### src/hw/rtl/mets_pkg.sv
// ----------------------------------------------------------------------------
// mets_pkg
// Types and constants shared by the macro escape-token parser.
// ----------------------------------------------------------------------------
package mets_pkg;

  localparam int BYTE_W  = 8;
  localparam int KIND_W  = 3;
  localparam int DELAY_W = 14;
  localparam int ADDR_W  = 5;
  localparam int DATA_W  = 32;
  localparam int IDX_W   = 3;

  // token kinds
  localparam logic [KIND_W-1:0] KIND_CHAR  = 3'd0;
  localparam logic [KIND_W-1:0] KIND_TAP   = 3'd1;
  localparam logic [KIND_W-1:0] KIND_DOWN  = 3'd2;
  localparam logic [KIND_W-1:0] KIND_UP    = 3'd3;
  localparam logic [KIND_W-1:0] KIND_DELAY = 3'd4;
  localparam logic [KIND_W-1:0] KIND_OTHER = 3'd5;
  localparam logic [KIND_W-1:0] KIND_END   = 3'd6;
  localparam logic [KIND_W-1:0] KIND_ERROR = 3'd7;

  // register indexes (byte address = 4 * index)
  localparam logic [IDX_W-1:0] REG_PREFIX = 3'd0;
  localparam logic [IDX_W-1:0] REG_TAP    = 3'd1;
  localparam logic [IDX_W-1:0] REG_DOWN   = 3'd2;
  localparam logic [IDX_W-1:0] REG_UP     = 3'd3;
  localparam logic [IDX_W-1:0] REG_DELAY  = 3'd4;

  // register reset values
  localparam logic [BYTE_W-1:0] RST_PREFIX = 8'd1;
  localparam logic [BYTE_W-1:0] RST_TAP    = 8'd1;
  localparam logic [BYTE_W-1:0] RST_DOWN   = 8'd2;
  localparam logic [BYTE_W-1:0] RST_UP     = 8'd3;
  localparam logic [BYTE_W-1:0] RST_DELAY  = 8'd4;

  localparam logic [BYTE_W-1:0]  BAR_BYTE    = 8'h7C;  // '|'
  localparam logic [BYTE_W-1:0]  DIGIT_ZERO  = 8'h30;  // '0'
  localparam logic [BYTE_W-1:0]  DIGIT_NINE  = 8'h39;  // '9'
  localparam logic [DELAY_W-1:0] DELAY_LIMIT = 14'd9999;

  typedef struct packed {
    logic [BYTE_W-1:0] prefix_byte;
    logic [BYTE_W-1:0] tap_code;
    logic [BYTE_W-1:0] down_code;
    logic [BYTE_W-1:0] up_code;
    logic [BYTE_W-1:0] delay_code;
  } mets_cfg_t;

  typedef struct packed {
    logic [KIND_W-1:0]  token_kind;
    logic [BYTE_W-1:0]  token_value;
    logic [DELAY_W-1:0] delay_ms;
  } mets_token_t;

endpackage

### src/hw/rtl/mets_cfg_regs.sv
// ----------------------------------------------------------------------------
// mets_cfg_regs
// APB-style register bank holding the escape byte codes.
// ----------------------------------------------------------------------------
module mets_cfg_regs (
  input  logic                         clk,
  input  logic                         rst_n,
  input  logic                         psel,
  input  logic                         penable,
  input  logic                         pwrite,
  input  logic [mets_pkg::ADDR_W-1:0]  paddr,
  input  logic [mets_pkg::DATA_W-1:0]  pwdata,
  output logic [mets_pkg::DATA_W-1:0]  prdata,
  output logic                         pready,
  output mets_pkg::mets_cfg_t          cfg
);
  import mets_pkg::*;

  mets_cfg_t        cfg_r;
  logic             wr_en;
  logic [IDX_W-1:0] idx;
  logic [BYTE_W-1:0] rd_byte;

  assign pready = 1'b1;
  assign wr_en  = psel & penable & pwrite;
  assign idx    = paddr[ADDR_W-1:2];

  always_ff @(posedge clk) begin
    if (!rst_n) begin
      cfg_r.prefix_byte <= RST_PREFIX;
      cfg_r.tap_code    <= RST_TAP;
      cfg_r.down_code   <= RST_DOWN;
      cfg_r.up_code     <= RST_UP;
      cfg_r.delay_code  <= RST_DELAY;
    end else if (wr_en) begin
      unique case (idx)
        REG_PREFIX: cfg_r.prefix_byte <= pwdata[BYTE_W-1:0];
        REG_TAP:    cfg_r.tap_code    <= pwdata[BYTE_W-1:0];
        REG_DOWN:   cfg_r.down_code   <= pwdata[BYTE_W-1:0];
        REG_UP:     cfg_r.up_code     <= pwdata[BYTE_W-1:0];
        REG_DELAY:  cfg_r.delay_code  <= pwdata[BYTE_W-1:0];
        default: ;
      endcase
    end
  end

  always_comb begin
    unique case (idx)
      REG_PREFIX: rd_byte = cfg_r.prefix_byte;
      REG_TAP:    rd_byte = cfg_r.tap_code;
      REG_DOWN:   rd_byte = cfg_r.down_code;
      REG_UP:     rd_byte = cfg_r.up_code;
      REG_DELAY:  rd_byte = cfg_r.delay_code;
      default:    rd_byte = '0;
    endcase
  end

  assign prdata = {{(DATA_W-BYTE_W){1'b0}}, rd_byte};
  assign cfg    = cfg_r;

endmodule

### src/hw/rtl/mets_parser.sv
// ----------------------------------------------------------------------------
// mets_parser
// Parse state and combinational next-state / token logic, one byte per beat.
// ----------------------------------------------------------------------------
module mets_parser #(
  parameter int MAX_DELAY_DIGITS = 4
) (
  input  logic                        clk,
  input  logic                        rst_n,
  input  logic                        step,
  input  logic [mets_pkg::BYTE_W-1:0] byte_in,
  input  mets_pkg::mets_cfg_t         cfg,
  output logic                        emit,
  output mets_pkg::mets_token_t       token
);
  import mets_pkg::*;

  localparam int SLOT_W = $clog2(MAX_DELAY_DIGITS + 1);
  localparam logic [SLOT_W-1:0] SLOT_MAX = SLOT_W'(MAX_DELAY_DIGITS);

  localparam logic [1:0] PH_IDLE   = 2'd0;
  localparam logic [1:0] PH_PREFIX = 2'd1;
  localparam logic [1:0] PH_KEY    = 2'd2;
  localparam logic [1:0] PH_DELAY  = 2'd3;

  logic [1:0]         phase_r, phase_nxt;
  logic [BYTE_W-1:0]  held_r, held_nxt;
  logic [SLOT_W-1:0]  slot_r, slot_nxt;
  logic [DELAY_W-1:0] accum_r, accum_nxt;
  logic               stopped_r, stopped_nxt;

  logic               is_zero, is_digit;
  logic [17:0]        acc_sum;

  assign is_zero  = (byte_in == '0);
  assign is_digit = (byte_in >= DIGIT_ZERO) && (byte_in <= DIGIT_NINE);

  // accum * 10 + digit; digit is the low nibble of an ASCII digit
  assign acc_sum = {1'b0, accum_r, 3'b000} + {3'b000, accum_r, 1'b0}
                 + {14'd0, byte_in[3:0]};

  always_comb begin
    phase_nxt   = phase_r;
    held_nxt    = held_r;
    slot_nxt    = slot_r;
    accum_nxt   = accum_r;
    stopped_nxt = stopped_r;
    emit        = 1'b0;
    token       = '0;

    unique case (phase_r)
      PH_IDLE: begin
        priority if (is_zero) begin
          emit             = 1'b1;
          token.token_kind = KIND_END;
        end else if (byte_in == cfg.prefix_byte) begin
          phase_nxt = PH_PREFIX;
        end else begin
          emit              = 1'b1;
          token.token_kind  = KIND_CHAR;
          token.token_value = byte_in;
        end
      end

      PH_PREFIX: begin
        priority if (is_zero) begin
          phase_nxt        = PH_IDLE;
          emit             = 1'b1;
          token.token_kind = KIND_ERROR;
        end else if (byte_in == cfg.tap_code || byte_in == cfg.down_code ||
                     byte_in == cfg.up_code) begin
          held_nxt  = byte_in;
          phase_nxt = PH_KEY;
        end else if (byte_in == cfg.delay_code) begin
          phase_nxt   = PH_DELAY;
          slot_nxt    = '0;
          accum_nxt   = '0;
          stopped_nxt = 1'b0;
        end else begin
          phase_nxt         = PH_IDLE;
          emit              = 1'b1;
          token.token_kind  = KIND_OTHER;
          token.token_value = byte_in;
        end
      end

      PH_KEY: begin
        phase_nxt         = PH_IDLE;
        emit              = 1'b1;
        token.token_value = byte_in;
        // kind is decided against the registers as they stand now
        priority if (is_zero) begin
          token.token_kind  = KIND_ERROR;
          token.token_value = '0;
        end else if (held_r == cfg.tap_code) begin
          token.token_kind = KIND_TAP;
        end else if (held_r == cfg.down_code) begin
          token.token_kind = KIND_DOWN;
        end else if (held_r == cfg.up_code) begin
          token.token_kind = KIND_UP;
        end else begin
          token.token_kind  = KIND_ERROR;
          token.token_value = '0;
        end
      end

      PH_DELAY: begin
        priority if (is_zero) begin
          phase_nxt        = PH_IDLE;
          emit             = 1'b1;
          token.token_kind = KIND_ERROR;
        end else if (byte_in == BAR_BYTE) begin
          // a zero delay is dropped silently
          phase_nxt = PH_IDLE;
          if (accum_r != '0) begin
            emit             = 1'b1;
            token.token_kind = KIND_DELAY;
            token.delay_ms   = accum_r;
          end
        end else if (slot_r >= SLOT_MAX) begin
          phase_nxt        = PH_IDLE;
          emit             = 1'b1;
          token.token_kind = KIND_ERROR;
        end else begin
          slot_nxt = slot_r + 1'b1;
          if (!stopped_r) begin
            if (is_digit) begin
              accum_nxt = (acc_sum > {4'd0, DELAY_LIMIT}) ? DELAY_LIMIT
                                                           : acc_sum[DELAY_W-1:0];
            end else begin
              stopped_nxt = 1'b1;
            end
          end
        end
      end

      default: phase_nxt = PH_IDLE;
    endcase
  end

  always_ff @(posedge clk) begin
    if (!rst_n) begin
      phase_r   <= PH_IDLE;
      held_r    <= '0;
      slot_r    <= '0;
      accum_r   <= '0;
      stopped_r <= 1'b0;
    end else if (step) begin
      phase_r   <= phase_nxt;
      held_r    <= held_nxt;
      slot_r    <= slot_nxt;
      accum_r   <= accum_nxt;
      stopped_r <= stopped_nxt;
    end
  end

endmodule

### src/hw/rtl/macro_escape_token_parser.sv
// Path: input register, parse logic, then token register driving out_*.
// Throughput: one byte per cycle while out_ready is high; the whole parse step
//   is one pass of logic between the input register and the token register.
// Reset: synchronous, active-low rst_n; parser returns to idle, both stages
//   empty, escape code registers reload their defaults.
// ----------------------------------------------------------------------------
// macro_escape_token_parser
// Turns a stream of stored macro string bytes into character, key, delay,
// pass-through escape, end and error tokens.
// ----------------------------------------------------------------------------
module macro_escape_token_parser #(
  parameter int MAX_DELAY_DIGITS = 4
) (
  input  logic                         clk,
  input  logic                         rst_n,
  // input byte channel
  input  logic                         in_valid,
  output logic                         in_ready,
  input  logic [mets_pkg::BYTE_W-1:0]  in_macro_byte,
  // token channel
  output logic                         out_valid,
  input  logic                         out_ready,
  output logic [mets_pkg::KIND_W-1:0]  out_token_kind,
  output logic [mets_pkg::BYTE_W-1:0]  out_token_value,
  output logic [mets_pkg::DELAY_W-1:0] out_delay_ms,
  // register port
  input  logic                         psel,
  input  logic                         penable,
  input  logic                         pwrite,
  input  logic [mets_pkg::ADDR_W-1:0]  paddr,
  input  logic [mets_pkg::DATA_W-1:0]  pwdata,
  output logic [mets_pkg::DATA_W-1:0]  prdata,
  output logic                         pready
);
  import mets_pkg::*;

  mets_cfg_t         cfg;
  mets_token_t       tok;
  mets_token_t       tok_r;
  logic              emit;

  logic              in_vld_r;
  logic [BYTE_W-1:0] in_byte_r;
  logic              out_vld_r;
  logic              advance;

  // Register bank for the escape codes.
  mets_cfg_regs u_regs (
    .clk     (clk),
    .rst_n   (rst_n),
    .psel    (psel),
    .penable (penable),
    .pwrite  (pwrite),
    .paddr   (paddr),
    .pwdata  (pwdata),
    .prdata  (prdata),
    .pready  (pready),
    .cfg     (cfg)
  );

  // A held byte moves through the parser when the token register is free
  // or is being drained this cycle. Bytes that make no token still need
  // the slot so that token order always follows byte order.
  assign advance  = in_vld_r & (~out_vld_r | out_ready);
  assign in_ready = ~in_vld_r | advance;

  // Input register: one byte beat deep.
  always_ff @(posedge clk) begin
    if (!rst_n) begin
      in_vld_r <= 1'b0;
    end else if (in_ready) begin
      in_vld_r <= in_valid;
    end
  end

  always_ff @(posedge clk) begin
    if (in_valid && in_ready) begin
      in_byte_r <= in_macro_byte;
    end
  end

  // Parse state and token logic; state steps only when the byte advances.
  mets_parser #(
    .MAX_DELAY_DIGITS (MAX_DELAY_DIGITS)
  ) u_parser (
    .clk     (clk),
    .rst_n   (rst_n),
    .step    (advance),
    .byte_in (in_byte_r),
    .cfg     (cfg),
    .emit    (emit),
    .token   (tok)
  );

  // Token register.
  always_ff @(posedge clk) begin
    if (!rst_n) begin
      out_vld_r <= 1'b0;
    end else if (advance) begin
      out_vld_r <= emit;
    end else if (out_ready) begin
      out_vld_r <= 1'b0;
    end
  end

  always_ff @(posedge clk) begin
    if (advance && emit) begin
      tok_r <= tok;
    end
  end

  assign out_valid       = out_vld_r;
  assign out_token_kind  = tok_r.token_kind;
  assign out_token_value = tok_r.token_value;
  assign out_delay_ms    = tok_r.delay_ms;

endmodule

### config.mk
export PLATFORM = sky130hd
export DESIGN_NAME = macro_escape_token_parser
export DESIGN_NICKNAME = d
export VERILOG_FILES = /design/src/hw/rtl/mets_pkg.sv /design/src/hw/rtl/mets_cfg_regs.sv /design/src/hw/rtl/mets_parser.sv /design/src/hw/rtl/macro_escape_token_parser.sv
export SDC_FILE = /design/constraint.sdc
export NUM_CORES = 1
export LEC_CHECK = 0
export BUFFER_PORTS_ARGS = -buffer_cell sky130_fd_sc_hd__clkbuf_2
export CORE_AREA = 8 8 163 104
export DETAILED_ROUTE_END_ITERATION = 8
export DIE_AREA = 0 0 171 112
export HOLD_SLACK_MARGIN = 0.08
export PLACE_DENSITY = 0.73
export SLEW_MARGIN = 20
export SYNTH_ARGS = -nofsm -noshare
export SYNTH_HDL_FRONTEND = slang
export SYNTH_SLANG_ARGS = --single-unit
### constraint.sdc
create_clock -name clk -period 9.4 [get_ports clk]
set_clock_uncertainty 0.2 [all_clocks]
set_input_delay 1.41 -clock clk [delete_from_list [all_inputs] [get_ports clk]]
set_output_delay 1.41 -clock clk [all_outputs]
set_load 0.02 [all_outputs]
Yosys cells after proc, flatten, opt, wreduce, memory -nomap -nowiden. Index checks and enable logic that the tools add are counted.

Magnitude comparators: 4. Equal/unequal tests: 27. Mux-type cells: 68. Reductions and logical operators: 21. Add/sub/neg operators: 3. Bitwise logic cells: 11.

Operator list (number): 2-to-1 mux 14 bit (9); equality test 8 bit (8); 2-to-1 mux 8 bit (6); 2-to-1 mux 3 bit (15); one-hot mux 8 bit (5 select lines) (1); 2-to-1 mux 11 bit (3); one-hot mux 14 bit (2 select lines) (1); one-hot mux 8 bit (3 select lines) (1); 2-to-1 mux 1 bit (19); adder 17 x 15 -> 18 bit (1); adder 18 x 4 -> 18 bit (1); > comparator 18 x 14 -> 1 bit, second input constant (1); 2-to-1 mux 2 bit (8); != test 2 bit, second input constant (7); nonzero test 14 bit (1); one-hot mux 3 bit (4 select lines) (1); AND reduction 10 bit (1); AND reduction 2 bit (5); equality test 8 x 7 -> 1 bit, second input constant (1); greater-or-equal comparator 8 x 6 -> 1 bit, second input constant (1); less-or-equal comparator 8 x 6 -> 1 bit, second input constant (1); zero test 8 bit (1); one-hot mux 2 bit (4 select lines) (1); AND reduction 4 bit (2); 22 further kinds (38).

Bits of input ports: 52. Flip-flop bits (word level): 103.

Logic depth before layout (Yosys ltp).
Depth after elaboration: 10. Gate-level depth with buffers: 13. Mapped depth without buffers: 12.

By module. From an unflattened synthesis, not the netlist that was laid out.

Cell total of the unflattened synthesis: 669. Area total of the unflattened synthesis: 6373.6 µm².

By module, submodules not included: mets_parser (seq. area each 560.5 µm², times used 1, cells each 402, area each 3210.6 µm²); mets_cfg_regs (seq. area each 800.8 µm², times used 1, cells each 221, area each 2059.5 µm²); macro_escape_token_parser (seq. area each 1031.0 µm², times used 1, cells each 46, area each 1103.6 µm²).

Worst setup path before layout. Ideal clock, no wire load.

Path type: input to output. Start: input paddr[3] in the netlist's numbering. End: output prdata[0] in the netlist's numbering. Buffers on the path: 2. Path slack: 5199 ps. Required time: 7790 ps. Cell stages on the path: 4. Data arrival time: 2591 ps. Path through: clkbuf_1 -> buf_1 -> mux2i_1 -> o22ai_1.

Cells in the longest elaborated chain, start to end: 2. Elaborated cells on any way between the ends: 6.

RTL lines: start, declared (RTL line macro_escape_token_parser.sv:30) `input logic [mets_pkg::ADDR_W-1:0] paddr,`; equality test 3 bit (tied with other cells) (RTL line mets_cfg_regs.sv:48) `unique case (idx)`; one-hot mux 8 bit (5 select lines) * (RTL line mets_cfg_regs.sv:48); end, declared (RTL line macro_escape_token_parser.sv:32) `output logic [mets_pkg::DATA_W-1:0] prdata,`.

Mark *: on every way between the ends. The rest lies on a longest branch, timed or not.

Worst setup path after layout.
Start: input paddr[3] in the netlist's numbering. End: output prdata[2] in the netlist's numbering.

Same word-level chain as after synthesis.

==> results.yml <==
synth:
  synth_cell_types: 61
  ys_ff_latch: 103
  syn_area_per_cell_um2: 9.39
  ys.flop_type: "dfxtp_1"
  synth-edff-count: 33
  yosysSeqAreaShare_pct: 37.7
  netlist_area_mm2: 0.00635
  ys_async_sr_fraction_pct: 0
  synthCells: 676
  yosysWarnings: 0
route:
  drt_first_pass_iters: 5
  drt-initial-drc-count: 332
  routedWlPerCell_um: 17.0
  vias: 4920
  routed_via_density: 5.31
  routed_wl_mm: 15.7
  ant_nets: 0
  route.detailed.drc: 0
clock_tree:
  cts_setup_buffers: 0
  clk_latency_ns: 0.35
  cts.sinks: 103
  h-tree-depth: 3
  numCtsBuffers: 9
  ctsHoldBuffers: 0
  cts_tree: "done"
  clkTransAtPathRegs_ns: 0.08
  cts.path.max_buffers: 2
  cts_root_buf: "clkbuf_16"
  cts_resized: 0
worst_setup_path:
  worstSetupPathType: "in2out"
  cp-end-kind: "output port"
  slowest_delay_ns: 0.52
  critPathMostFrequentCell: "clkbuf_2"
  crit_required_ns: 7.79
  critical_path_arrival_ns: 2.93
  crit_chain: "clkbuf_2, nor2b_1, a21oi_1, o22ai_1, clkbuf_2"
  crit_slowest_cell: "nor2b_1"
  crit_fanout: 21
  crit_path_start_kind: "input port"
sta:
  setup_tns_ns: 0
  grt_setup_unrepaired: "no"
  hold_ws_ns: 0.272
  worst_slew_pin_slew_ns: 1.04
  max_freq_mhz: 220
  max_slew_margin_pct: 30.2
  period_share_pct: 48.3
  setup_viol_count_final: 0
  slew_violations: 0
  finalHoldViolCount: 0
  finalCriticalPeriod_ns: 4.54
placement:
  dp.cells: 910
  dpl.hpwl_mm: 12.0
  port_buffers: 60
  routabilityCongestion: 0.912
power:
  p_seq_share_pct: 51.8
  switching_share_pct: 26.7
  clockPowerShare_pct: 40.3
  internal-power_uw: 680
  power.switching_uw: 247
  vdd.ir_drop.worst_v: 0.0000833
  power.density_mw_per_mm2: 133
  p_leak_nw: 3.02
  p_comb_share_pct: 7.9
floorplan:
  core_region_area_mm2: 0.0147
  ioPinCount: 112
  start_util_pct: 43.2
  dieHeight_um: 112
  die_area_mm2: 0.0192
  core.rowCount: 35
  die_w_um: 171
layout:
  seqCellArea_mm2: 0.00239
  drive_gt1_share_pct: 12.7
  multiInputGateArea_mm2: 0.00364
  fillCellCount: 1378
  nets: 801
  final_cells: 926
  final_common_cell: "nor2_1"
  synthToLayoutAreaGrowth_pct: 9.77
  layout_common_cells: "nor2_1, dfxtp_1, mux2i_1, clkbuf_2, nand2_1"
  antenna_cells: 0
global_routing:
  antenna_found_initial: 0
  grt_usage_pct: 16.5
  grt_pass1_wl_mm: 25.3
  grt_max_degree: 26
  grt-ovfl-total: 0
  grt_pass1_vias: 4595
run:
  drv_cap: 0
outcome:
  outcome: "completed"
hold_path:
  hp-class: "reg2reg"
## final cells by class
cell class | count | share of cell area, %
inverter | 17 | 0.915
multi-input combinational | 524 | 52.2
clock inverter | 7 | 1.02
clock buffer | 9 | 3.23
tap | 203 | 3.64
sequential | 103 | 34.3
timing repair buffer | 63 | 4.63
## metrics by stage
stage	worst slack (ns)	total power [mW]	cell area [um^2]	utilization, %
2_1_floorplan	5.20	0.545	6440	-
3_3_place_gp	4.91	0.561	6670	45.4
3_5_place_dp	4.91	0.562	6670	45.4
4_1_cts	4.90	0.930	6970	47.4
5_1_grt	4.72	0.955	6970	47.4
6_report	4.86	0.927	6970	47.4
## worst max-delay path: cells and delay by family
family	cells	cell delay, ns
AO/OA/AOI/OAI	2	0.37
buffers and inverters	2	0.61
AND/OR/NAND/NOR	1	0.52
## worst paths after layout
check | start | end | slack (ns) | cells after the start
worst min-delay path | u_parser.stopped_r | u_parser.stopped_r | 0.27 | 1
worst max register to register | in_byte_r[3] | u_parser.accum_r[5] | 5.33 | 13
worst max-delay path | paddr[3] | prdata[2] | 4.86 | 5
worst min register to register | u_parser.stopped_r | u_parser.stopped_r | 0.27 | 1
## cells by family after synthesis
family / after synthesis / synth area share, %
and+or+nand+nor: 228 / 18.2
DFF: 103 / 37.7
AOI/OAI and AO/OA: 99 / 10.2
xor gates and xnor gates: 72 / 9.93
buffers and inverters: 72 / 6.44
muxes: 69 / 11.1
adders and majority gates: 31 / 6.34
other: 2 / 0.118
## power by group through the flow
| stage | clock [mW] | combinational [mW] | sequential [mW] |
|---|---|---|---|
| 6_report | 0.374 | 0.0731 | 0.480 |
| 5_1_grt | 0.395 | 0.0790 | 0.481 |
| 4_1_cts | 0.378 | 0.0722 | 0.480 |
| 3_5_place_dp | 0 | 0.0720 | 0.490 |
| 3_3_place_gp | 0 | 0.0713 | 0.490 |
| 2_1_floorplan | 0 | 0.0565 | 0.489 |
## flip-flops by register name, summed over array words and instances (netlist names)
signal	cells
u_parser.phase_r	2
u_parser.stopped_r	1
u_parser.held_r	8
u_parser.slot_r	3
u_parser.accum_r	14
u_regs.cfg	40
out_valid	1
in_vld_r	1
out_token_kind	3
out_delay_ms	14
in_byte_r	8
out_token_value	8
## per-layer routing
layer,share of wire (%),up-vias,wire length [um],GRT usage (%)
met3,9.6,18,1510,4.38
met5,0,-,0,0
met4,1.1,0,171,3.58
li1,-,2422,-,-
met2,37,187,5780,20.8
met1,52,2293,8250,26.5
## cell usage after synthesis, drive strengths merged (3+ instances only)
library cell,count,share of area (%)
nor2,76,4.5
a211oi,4,0.55
o21ai,27,2.1
mux2i,68,11
and3b,3,0.41
buf,40,4.6
xor2,38,5.2
a31oi,5,0.49
o22ai,7,0.69
and2,14,1.4
a21oi,25,2.1
nor4,17,1.8
clkbuf,15,0.89
inv,17,1.0
ha,29,5.7
o211ai,4,0.47
nand2,51,3.1
nand2b,6,0.59
nor4b,3,0.65
xnor2,34,4.7
nand3,9,0.71
nor3b,7,0.83
dfxtp,70,22
edfxtp,33,16
o21a,4,0.47
nand4,14,1.4
and3,3,0.30
nor3,5,0.39
a21o,10,1.2
nor2b,11,1.1
(Power assumes the default switching activity.)
